==> config.mk <==
export PLATFORM = sky130hd
export DESIGN_NAME = acl_ctrl
export DESIGN_NICKNAME = d
export VERILOG_FILES = /design/src/rtl/core/acl_pkg.sv /design/src/rtl/core/acl_ctrl.sv
export SDC_FILE = /design/constraint.sdc
export NUM_CORES = 1
export LEC_CHECK = 0
export ABC_AREA = 1
export ABC_CLOCK_PERIOD_IN_PS = 1500
export BUFFER_PORTS_ARGS = -buffer_cell sky130_fd_sc_hd__buf_2
export CAP_MARGIN = 20
export CORE_AREA = 3 3 40 42
export CTS_CLUSTER_DIAMETER = 80
export DETAILED_ROUTE_END_ITERATION = 16
export DIE_AREA = 0 0 43 45
export PLACE_DENSITY_LB_ADDON = 0.25
export SLEW_MARGIN = 20
export SYNTH_ARGS = -nofsm -noshare
export SYNTH_HDL_FRONTEND = slang
export SYNTH_SLANG_ARGS = --single-unit
==> constraint.sdc <==
create_clock -name clk -period 1.5 [get_ports clk]
set_clock_uncertainty 0.1 [all_clocks]
set_input_delay 0.3 -clock clk [delete_from_list [all_inputs] [get_ports clk]]
set_output_delay 0.3 -clock clk [all_outputs]
set_load 0.01 [all_outputs]
==> src/rtl/core/acl_pkg.sv <==
package acl_pkg;

  localparam int unsigned DATA_W     = 32;
  localparam int unsigned SLOT_W     = 6;
  localparam int unsigned CFG_ADDR_W = 3;

  localparam logic [DATA_W-1:0] EXPIRY_RESET = 32'd3600;

  // Register index decoded from paddr[2].
  localparam logic REG_EXPIRY = 1'b0;

  // Request opcodes.
  localparam logic OP_LOOKUP = 1'b0;
  localparam logic OP_FILL   = 1'b1;

  typedef enum logic [1:0] {
    ST_IDLE,
    ST_HASH,
    ST_SCAN,
    ST_COMMIT
  } state_t;

  typedef struct packed {
    logic accept;
    logic scan_start;
    logic scan_en;
    logic commit;
  } cmd_t;

  typedef struct packed {
    logic hash_done;
    logic scan_done;
    logic out_free;
  } stat_t;

endpackage

==> src/rtl/core/acl_ctrl.sv <==
module acl_ctrl (
  input  logic           clk,
  input  logic           rst_n,
  input  logic           in_valid,
  output logic           in_ready,
  input  acl_pkg::stat_t stat,
  output acl_pkg::cmd_t  cmd
);

  acl_pkg::state_t state_r;
  acl_pkg::state_t state_nxt;

  always_ff @(posedge clk) begin
    if (!rst_n) begin
      state_r <= acl_pkg::ST_IDLE;
    end else begin
      state_r <= state_nxt;
    end
  end

  always_comb begin
    state_nxt      = state_r;
    cmd            = '0;
    in_ready       = 1'b0;
    unique case (state_r)
      acl_pkg::ST_IDLE: begin
        in_ready = 1'b1;
        if (in_valid) begin
          cmd.accept = 1'b1;
          state_nxt  = acl_pkg::ST_HASH;
        end
      end
      acl_pkg::ST_HASH: begin
        if (stat.hash_done) begin
          cmd.scan_start = 1'b1;
          state_nxt      = acl_pkg::ST_SCAN;
        end
      end
      acl_pkg::ST_SCAN: begin
        cmd.scan_en = 1'b1;
        if (stat.scan_done) begin
          state_nxt = acl_pkg::ST_COMMIT;
        end
      end
      acl_pkg::ST_COMMIT: begin
        if (stat.out_free) begin
          cmd.commit = 1'b1;
          state_nxt  = acl_pkg::ST_IDLE;
        end
      end
      default: begin
        state_nxt = acl_pkg::ST_IDLE;
      end
    endcase
  end

endmodule

==> flow_summary.json <==
{
  "drtAntennaViolNets": 0,
  "grt_pass1_wl_um": 752,
  "slew_violations": 0,
  "antennaDiodeCount": 0,
  "portBuffers": 10,
  "ctsHoldBuffers": 0,
  "pin_count": 11,
  "synthArstFlopShare_pct": 0,
  "max_freq_ghz": 0.695,
  "synth_edf_count": 0,
  "first_iter_violations": 1,
  "largest_register": "state_r",
  "p_leak_nw": 0.208,
  "period_share_pct": 95.9,
  "worst_slew_pin_slew_ns": 0.123,
  "ys_top_cells_by_area": "ha_1 23%, dfxtp_1 18%, inv_1 17%, nand2_1 16%, nand2_2 12%",
  "antenna_found_initial": 0,
  "yosys_warnings": 0,
  "yosysTopAreaCellShare_pct": 23.1,
  "reg_top3": "state_r x2",
  "worstPathMaxFanout": 4,
  "critPathLaunchType": "flip-flop",
  "cts_buffer_depth": 2,
  "critical_path_class": "flip-flop to output port",
  "min_period_ns": 1.44,
  "start_util_pct": 16.8,
  "grt_max_degree": 5,
  "synth_top_flop_cell": "dfxtp_1",
  "fin_area_um2": 318,
  "placed_area_um2": 285,
  "grt_pass1_vias": 209,
  "clk_pin_slew_ns": 0.03,
  "ys_seq_area_share_pct": 18.5,
  "synthesis.nets": 45,
  "clock_latency_ns": 0.22,
  "hold_viol_final": 0,
  "power_density_nw_per_um2": 1630,
  "totalWireLength_um": 400,
  "grt_overflow": 0,
  "die_y_um": 45,
  "syn_avg_cell_area_um2": 6.18,
  "via_count": 213,
  "placed_cells": 60,
  "wire_per_inst_um": 6.35,
  "largest_reg_flops": 2,
  "ir_drop_uv": 700,
  "final_cells": 63,
  "area.growth.synth_to_final_pct": 46.8,
  "coreArea_um2": 1280,
  "dr.pass1.iters": 2,
  "cp.arrival_ns": 1.04,
  "fillers": 151,
  "ys_top_cells_by_count": "10 x inv_1, 9 x nand2_1, 5 x nor2_1",
  "cap_violations": 0,
  "drc": 0,
  "rows": 13,
  "grt_use_total_pct": 5.40,
  "dpl.hpwl_um": 358,
  "slew_headroom_pct": 91.8,
  "fp.dieW_um": 43,
  "gp_congestion": 0.716,
  "rsz0062_at_grt": "yes",
  "yosysTopAreaCell": "ha_1",
  "cts_root_buffer": "clkbuf_4",
  "synthMostInstantiatedCell": "inv_1",
  "ys_seq_elements": 2,
  "tns_ns": 0,
  "outcome": "finished clean",
  "syn_inst": 35,
  "syn-cell-area_um2": 216,
  "cts_buffers": 3,
  "setup_viol": 0,
  "layout.nets": 60,
  "clock-sinks": 2,
  "dieArea_um2": 1940,
  "ys_types": 7,
  "drive_above_1_share_pct": 45.8,
  "required_ns": 1.10,
  "via_per_inst": 3.38,
  "cts_tree": "yes",
  "htreeDepth": 1,
  "min_path_type": "input pin to flip-flop",
  "end_kind": "output port"
}
## logic make-up (layout without fill, tap and decap cells)
kind of cell               count (synthesis)  count (layout)  synth area share (%)
and+or+nand+nor                           19              19                  41.0
buffers and inverters                     10              23                  17.3
adders and majority gates                  4               4                  23.1
DFF                                        2               2                  18.5
## worst max-delay path: stages (launching register included)
cell     delay [ns]
dfxtp_4        0.34
inv_1          0.07
ha_2           0.20
nand2_1        0.05
inv_1          0.04
buf_2          0.11
## cell usage in the layout (no fill, tap or decap), drive strengths merged
cell type and count:
buf 10, clkbuf 3, dfxtp 2, ha 4, inv 10, nand2 13
nor2 6
## repair_timing
action | 4_1_cts | 5_1_grt
endpoints found under the setup margin | 2 | 3
gates cloned | 0 | 0
buffers inserted | 0 | 0
pin swaps | 0 | 1
gates resized for setup | 3 | 2
## layer usage
metal	up-vias	wire length (µm)	part of all wire [%]	track usage, %
met5	-	0	0	0
met4	0	0	0	1.81
met3	0	49	12	4.78
met2	9	168	42	7.78
met1	81	182	46	5.74
li1	123	-	-	-
## where the power goes
part	internal, mW	total (mW)	leakage (nW)	switching [mW]
sequential	0.0847	0.108	0.0175	0.0229
clock	0.0880	0.115	0.0138	0.0274
combinational	0.127	0.294	0.177	0.167
total	0.299	0.517	0.208	0.218
## path summary, 6_finish.rpt
check | startpoint | to | slack, ns | depth (start not counted)
max | state_r[0] | cmd[3] | 0.06 | 5
min | rst_n | state_r[1] | 0.21 | 3
max reg2reg | state_r[0] | state_r[0] | 0.23 | 8
min reg2reg | state_r[1] | state_r[1] | 0.40 | 2
## per-stage QoR
stage / worst slack, ns / hold WS (ns) / power [mW] / utilization, %
final: 0.0620 / 0.210 / 0.517 / 24.7
after global routing: -0.0323 / 0.204 / 0.595 / 24.7
after CTS: 0.0372 / 0.200 / 0.529 / 24.3
after detailed placement: 0.166 / 0.421 / 0.394 / 22.2
after global placement: 0.152 / 0.435 / 0.400 / 22.2
after floorplan: 0.229 / 0.320 / 0.315 / -
## area by class of cell
type                       instances  area [µm²]  share of cell area (%)
multi-input combinational         23         144                    45.3
timing repair buffer              10        50.0                    15.7
sequential                         2        45.0                    14.2
inverter                          10        37.5                    11.8
clock buffer                       3        22.5                    7.09
tap                               15        18.8                    5.91
Note: power is estimated with default switching activity, not from simulation.
