**src/rtl/core/acl_pkg.sv**
```systemverilog
package acl_pkg;

  localparam int unsigned DATA_W     = 32;
  localparam int unsigned SLOT_W     = 6;
  localparam int unsigned CFG_ADDR_W = 3;

  localparam logic [DATA_W-1:0] EXPIRY_RESET = 32'd3600;

  // Register index decoded from paddr[2].
  localparam logic REG_EXPIRY = 1'b0;

  // Request opcodes.
  localparam logic OP_LOOKUP = 1'b0;
  localparam logic OP_FILL   = 1'b1;

  typedef enum logic [1:0] {
    ST_IDLE,
    ST_HASH,
    ST_SCAN,
    ST_COMMIT
  } state_t;

  typedef struct packed {
    logic accept;
    logic scan_start;
    logic scan_en;
    logic commit;
  } cmd_t;

  typedef struct packed {
    logic hash_done;
    logic scan_done;
    logic out_free;
  } stat_t;

endpackage

```
**src/rtl/core/acl_hash.sv**
```systemverilog
module acl_hash #(
  parameter int unsigned TABLE_ENTRIES = 64,
  parameter int unsigned CNT_W         = 7
) (
  input  logic                       clk,
  input  logic                       rst_n,
  input  logic                       start,
  input  logic [acl_pkg::DATA_W-1:0] key,
  output logic                       done,
  output logic [CNT_W-1:0]           home
);

  localparam int unsigned DW      = acl_pkg::DATA_W;
  localparam int unsigned SHIFT   = $clog2(TABLE_ENTRIES);
  localparam int unsigned RECIP_W = DW + 1;
  localparam int unsigned PROD_W  = DW + RECIP_W;

  // Scaled reciprocal, rounded up: the product with any key, shifted down by
  // DW + SHIFT bits, is the exact quotient of the key by the table size.
  localparam longint unsigned RECIP_VAL =
    ((64'd1 << (DW + SHIFT)) + 64'(TABLE_ENTRIES) - 64'd1) / 64'(TABLE_ENTRIES);
  localparam logic [RECIP_W-1:0] RECIP  = RECIP_W'(RECIP_VAL);
  localparam logic [CNT_W-1:0]   MOD_LO = CNT_W'(TABLE_ENTRIES);

  logic              mul_vld_r;
  logic              sub_vld_r;
  logic              done_r;
  logic [DW-1:0]     key_r;
  logic [CNT_W-1:0]  quot_lo_r;
  logic [CNT_W-1:0]  rem_r;
  logic [CNT_W-1:0]  rem_nxt;
  logic [PROD_W-1:0] prod;
  logic [CNT_W-1:0]  quot_mod;

  // The remainder is below the table size, so only the low bits of the key
  // and of the quotient times the table size take part in the subtraction.
  assign prod     = {{RECIP_W{1'b0}}, key_r} * {{DW{1'b0}}, RECIP};
  assign quot_mod = quot_lo_r * MOD_LO;
  assign rem_nxt  = key_r[CNT_W-1:0] - quot_mod;

  always_ff @(posedge clk) begin
    if (!rst_n) begin
      mul_vld_r <= 1'b0;
      sub_vld_r <= 1'b0;
      done_r    <= 1'b0;
    end else begin
      mul_vld_r <= start;
      sub_vld_r <= mul_vld_r;
      done_r    <= sub_vld_r;
    end
  end

  always_ff @(posedge clk) begin
    if (start) begin
      key_r <= key;
    end
    if (mul_vld_r) begin
      quot_lo_r <= prod[DW+SHIFT +: CNT_W];
    end
    if (sub_vld_r) begin
      rem_r <= rem_nxt;
    end
  end

  assign done = done_r;
  assign home = rem_r;

endmodule

```
**config.mk**
```make
export PLATFORM = sky130hd
export DESIGN_NAME = acl_hash
export DESIGN_NICKNAME = d
export VERILOG_FILES = /design/src/rtl/core/acl_pkg.sv /design/src/rtl/core/acl_hash.sv
export SDC_FILE = /design/constraint.sdc
export NUM_CORES = 1
export LEC_CHECK = 0
export BUFFER_PORTS_ARGS = -buffer_cell sky130_fd_sc_hd__buf_4
export CORE_MARGIN = 10
export CORE_UTILIZATION = 39
export DETAILED_ROUTE_END_ITERATION = 10
export PLACE_DENSITY = 0.81
export RECOVER_POWER = 25
export SLEW_MARGIN = 20
export SYNTH_ARGS = -nofsm -noshare
export SYNTH_HDL_FRONTEND = slang
export SYNTH_SLANG_ARGS = --single-unit
```
**constraint.sdc**
```tcl
create_clock -name clk -period 1.5 [get_ports clk]
set_input_delay 0.075 -clock clk [delete_from_list [all_inputs] [get_ports clk]]
set_output_delay 0.075 -clock clk [all_outputs]
set_load 0.02 [all_outputs]
```
==> results by stage <==
Worst hold path:
- The path with the worst hold slack has its endpoint at key_r[5].
- The beginning of the worst hold path is start.
- The worst hold path stage count is 1.
- The path class of the tightest hold or removal check is input port to flip-flop.

STA:
- The final critical path time including I/O delays and setup is 885.7 ps.
- Dividing the final minimum period by the clock period gives 59.04%.
- The max-slew violation total from the final report is 0.
- Between clock sinks in the finished design, the worst skew comes to 2.261 ps.
- Setup repair after global routing left no endpoint under its margin.
- Hold timing on the final database bottoms out at a slack of 192.7 ps.
- The final-layout setup total negative slack is 0 ps.
- The transition time at the pin with the least slew margin is 369.5 ps.
- The hold violation count in the final report is 0.
- The post-layout worst setup margin is 614.3 ps.
- The normalized max-slew margin is 75.37%.
- Setup violations remaining at the end of the flow were counted as 0.
- The peak clock frequency supported by timing is 1.129 GHz.

Layout:
- Across the whole layout, storage elements account for 510.5 um2.
- The filler cells instantiated in the layout total 103.
- The area of the multi-input gates is 27.53 um2.
- For this run, the post-layout net count is 87.
- The number of antenna repair diodes is 0.
- The area growth from synthesis to layout is 46.28%.
- The fraction of layout cells with a size suffix above 1 is 37.25%.

Clocking:
- The depth of the CTS H-tree is 1.
- The maximum root-to-sink buffer count is 2.
- The later pin in the worst-skew pair is clocked with a latency of 280 ps.
- Counting the buffers created by CTS gives 3.
- The number of clock sinks is 18.
- Clock-pin slew was measured on the worst setup and hold paths at 90 ps.
- The number of setup buffers added after CTS is 0.
- The tree is rooted in a sky130_fd_sc_hd__clkbuf_4.
- TritonCTS built the clock tree.

Global routing:
- Global routing used 5.110% of the available tracks.
- In this run the most used layer during global routing was met2.
- The met3 track utilization from global routing is 4.204%.
- The global-route wire length before repair is 1.269 mm.
- For this run, global-route usage on met1 was measured as 5.304%.
- For this run the aggregate overflow at the end of global routing stands at 0.
- The number of global-route vias before repair is 288.
- For this run, global-route usage on met2 was measured as 6.512%.
- The number of antenna violations at the first check in global routing is 0.
- Entering global routing, the biggest net connects 11 pins.

Critical path:
- STA classifies the critical path endpoint as an output port.
- The slowest stage of the critical path belongs to the cell sky130_fd_sc_hd__edfxtp_1.
- The startpoint class of the critical path is a flip-flop.
- In this run the worst path has a maximum fanout of 1.
- Broken down by cell family, the worst path's largest delay share belongs to flip-flops.
- Across all register-to-register paths, the minimum setup slack is 690 ps.
- At the worst endpoint, the required time is 1420 ps.
- The worst register-to-register path ends at home[0].
- The startpoint identified for the worst register-to-register timing path is sub_vld_r.
- The worst register-to-register path has a depth of 0.
- Counting both buffers and inverters, the worst setup path holds a total of 1.
- On the worst path, the slowest cell contributes a delay of 370 ps.
- For the worst setup path, the data arrival time is 810 ps.
- The category of the most critical setup path is flip-flop to output port.
- The critical path goes through buf_4.

Routing:
- The mean routed wirelength per cell is 11.30 um.
- For this run, design rule violations remaining after detail routing come to 0.
- Dividing the detail-routed via count by the number of cells gives 4.152.
- The final layout contains routed wiring with a total length of 746 um.
- The number of nets with antenna violations after routing is 0.
- The first detailed-routing pass ran for 2 iterations.
- The vias after detailed routing is 274.
- The number of violations reported at the end of detailed-routing iteration 0 is 6.

Placement:
- OpenSTA, run right after detailed placement, puts the worst setup slack at 698.0 ps.
- The last weighted congestion value of the routability-driven placer is 0.6424.
- The count of input and output buffers is 17.

Synthesis:
- After synthesis the cells add up to 538.0 um2.
- The mean instance size in the synthesized netlist is 24.46 um2.
- During synthesis, Yosys emitted a total of 0 warnings.
- The net count after synthesis is 57.
- The sequential-to-total area share from yosys stat is 94.88%.
- The count of distinct cell types in the synthesized netlist is 4.
- Counting every instance in the synthesized netlist gives 22.
- The synthesized design spends more area on one cell type than any other, namely sky130_fd_sc_hd__edfxtp_1.
- Yosys attributes the largest share of cell area to sky130_fd_sc_hd__edfxtp_1, sky130_fd_sc_hd__dfxtp_1, sky130_fd_sc_hd__and2_1.
- The synthesized design devotes to its leading area cell type 83.72% of total area.
- The synthesis-stage register bit count is 18.

Die:
- The area of the core is 1301 um2.
- The site row count is 13.
- The number of placed I/O pins is 43.
- From bottom edge to top edge, the die measures 57.14 um.
- The die covers 3265 um2.
- The initial core utilization is 41.35%.
- The die is 57.14 um wide.

Job:
- The max-capacitance violation count is 0.

Outcome:
- The flow ran to the end, and the final reports show no timing, DRC or antenna violations.

Pwr:
- The clock share of power is 26.2%.
- The worst-case vdd ir drop is 0.0006522 V.
- The share of total power in combinational logic is 6.8%.
- The net load switching power is 155.8 uW.
- The share of total power consumed by net switching is 17.92%.
- Power spread over the standard cell area amounts to 1105 nW/um2.
- The relative contribution of sequential cells to total power is 67.0%.
- The design internal power is 713.7 uW.
- The standby leakage power is 0.0003066 uW.
==> through the flow <==
stage	std cells	instance area, um2	power (uW)	util, %
floorplan	22	538.0	605.3	-
global placement	54	684.4	637.4	52.60
detailed placement	54	684.4	639.2	52.60
CTS	65	780.7	878.2	60.00
global route	66	787.0	916.5	60.48
finish	66	787.0	869.4	60.48
==> power by group through the flow <==
stage / Sequential, uW / Combinational [uW] / Clock [uW]
finish: 583 / 58.9 / 228
global placement: 594 / 43.7 / 0
detailed placement: 595 / 44.5 / 0
global route: 586 / 63.8 / 266
CTS: 583 / 58.7 / 236
floorplan: 601 / 4.01 / 0
==> repair_timing <==
| action | CTS | global route |
|---|---|---|
| setup endpoints to repair | 0 | 0 |
| hold buffers | 7 | 1 |
| resized for setup | 0 | 0 |
| hold endpoints to repair | 7 | 1 |
==> worst max-delay path by stage <==
stage / slack, ps / startpoint / depth (start not counted) / to
2_1_floorplan: 730 / quot_lo_r[0] / 1 / home[6]
3_3_place_gp: 700 / sub_vld_r / 0 / home[0]
3_5_place_dp: 700 / sub_vld_r / 0 / home[0]
4_1_cts: 600 / home[1] / 1 / home[1]
5_1_grt: 560 / home[2] / 1 / home[2]
6_report: 610 / home[1] / 1 / home[1]
==> logic make-up (layout without fill, tap and decap cells) <==
| group | Yosys count | after routing | synth area share, % |
|---|---|---|---|
| flops | 18 | 18 | 94.88 |
| buf+inv | 0 | 29 | 0 |
| xor+xnor | 1 | 1 | 1.628 |
| simple gates | 3 | 3 | 3.489 |
==> layer usage <==
metal / vias to the layer above / wire [um] / part of all wire (%)
li1: 138 / - / -
met1: 120 / 319 / 43
met2: 16 / 330 / 44
met3: 0 / 97 / 13
met4: 0 / 0 / 0
met5: - / 0 / 0
==> cell type report <==
| type | instances | area share, % |
|---|---|---|
| Sequential cell | 18 | 64.86 |
| Timing Repair Buffer | 25 | 25.91 |
| Tap cell | 15 | 2.385 |
| Clock buffer | 4 | 3.339 |
| Multi-Input combinational cell | 4 | 3.498 |
==> flip-flops by register name, indices dropped and copies added (netlist names) <==
signal     cells
home           7
key_r          7
done           1
mul_vld_r      1
quot_lo_r      1
sub_vld_r      1
==> cell usage after synthesis <==
cell,number
sky130_fd_sc_hd__edfxtp_1,15
sky130_fd_sc_hd__dfxtp_1,3
sky130_fd_sc_hd__and2_1,3
sky130_fd_sc_hd__xor2_1,1
==> cells in the final DEF, fill, tap and decap left out, drive strengths merged <==
| cell type | instances |
|---|---|
| xor2 | 1 |
| clkbuf | 5 |
| dfxtp | 3 |
| dlygate4sd3 | 8 |
| buf | 16 |
| edfxtp | 15 |
| and2 | 3 |
No activity file was read; power rests on OpenSTA's default activity.
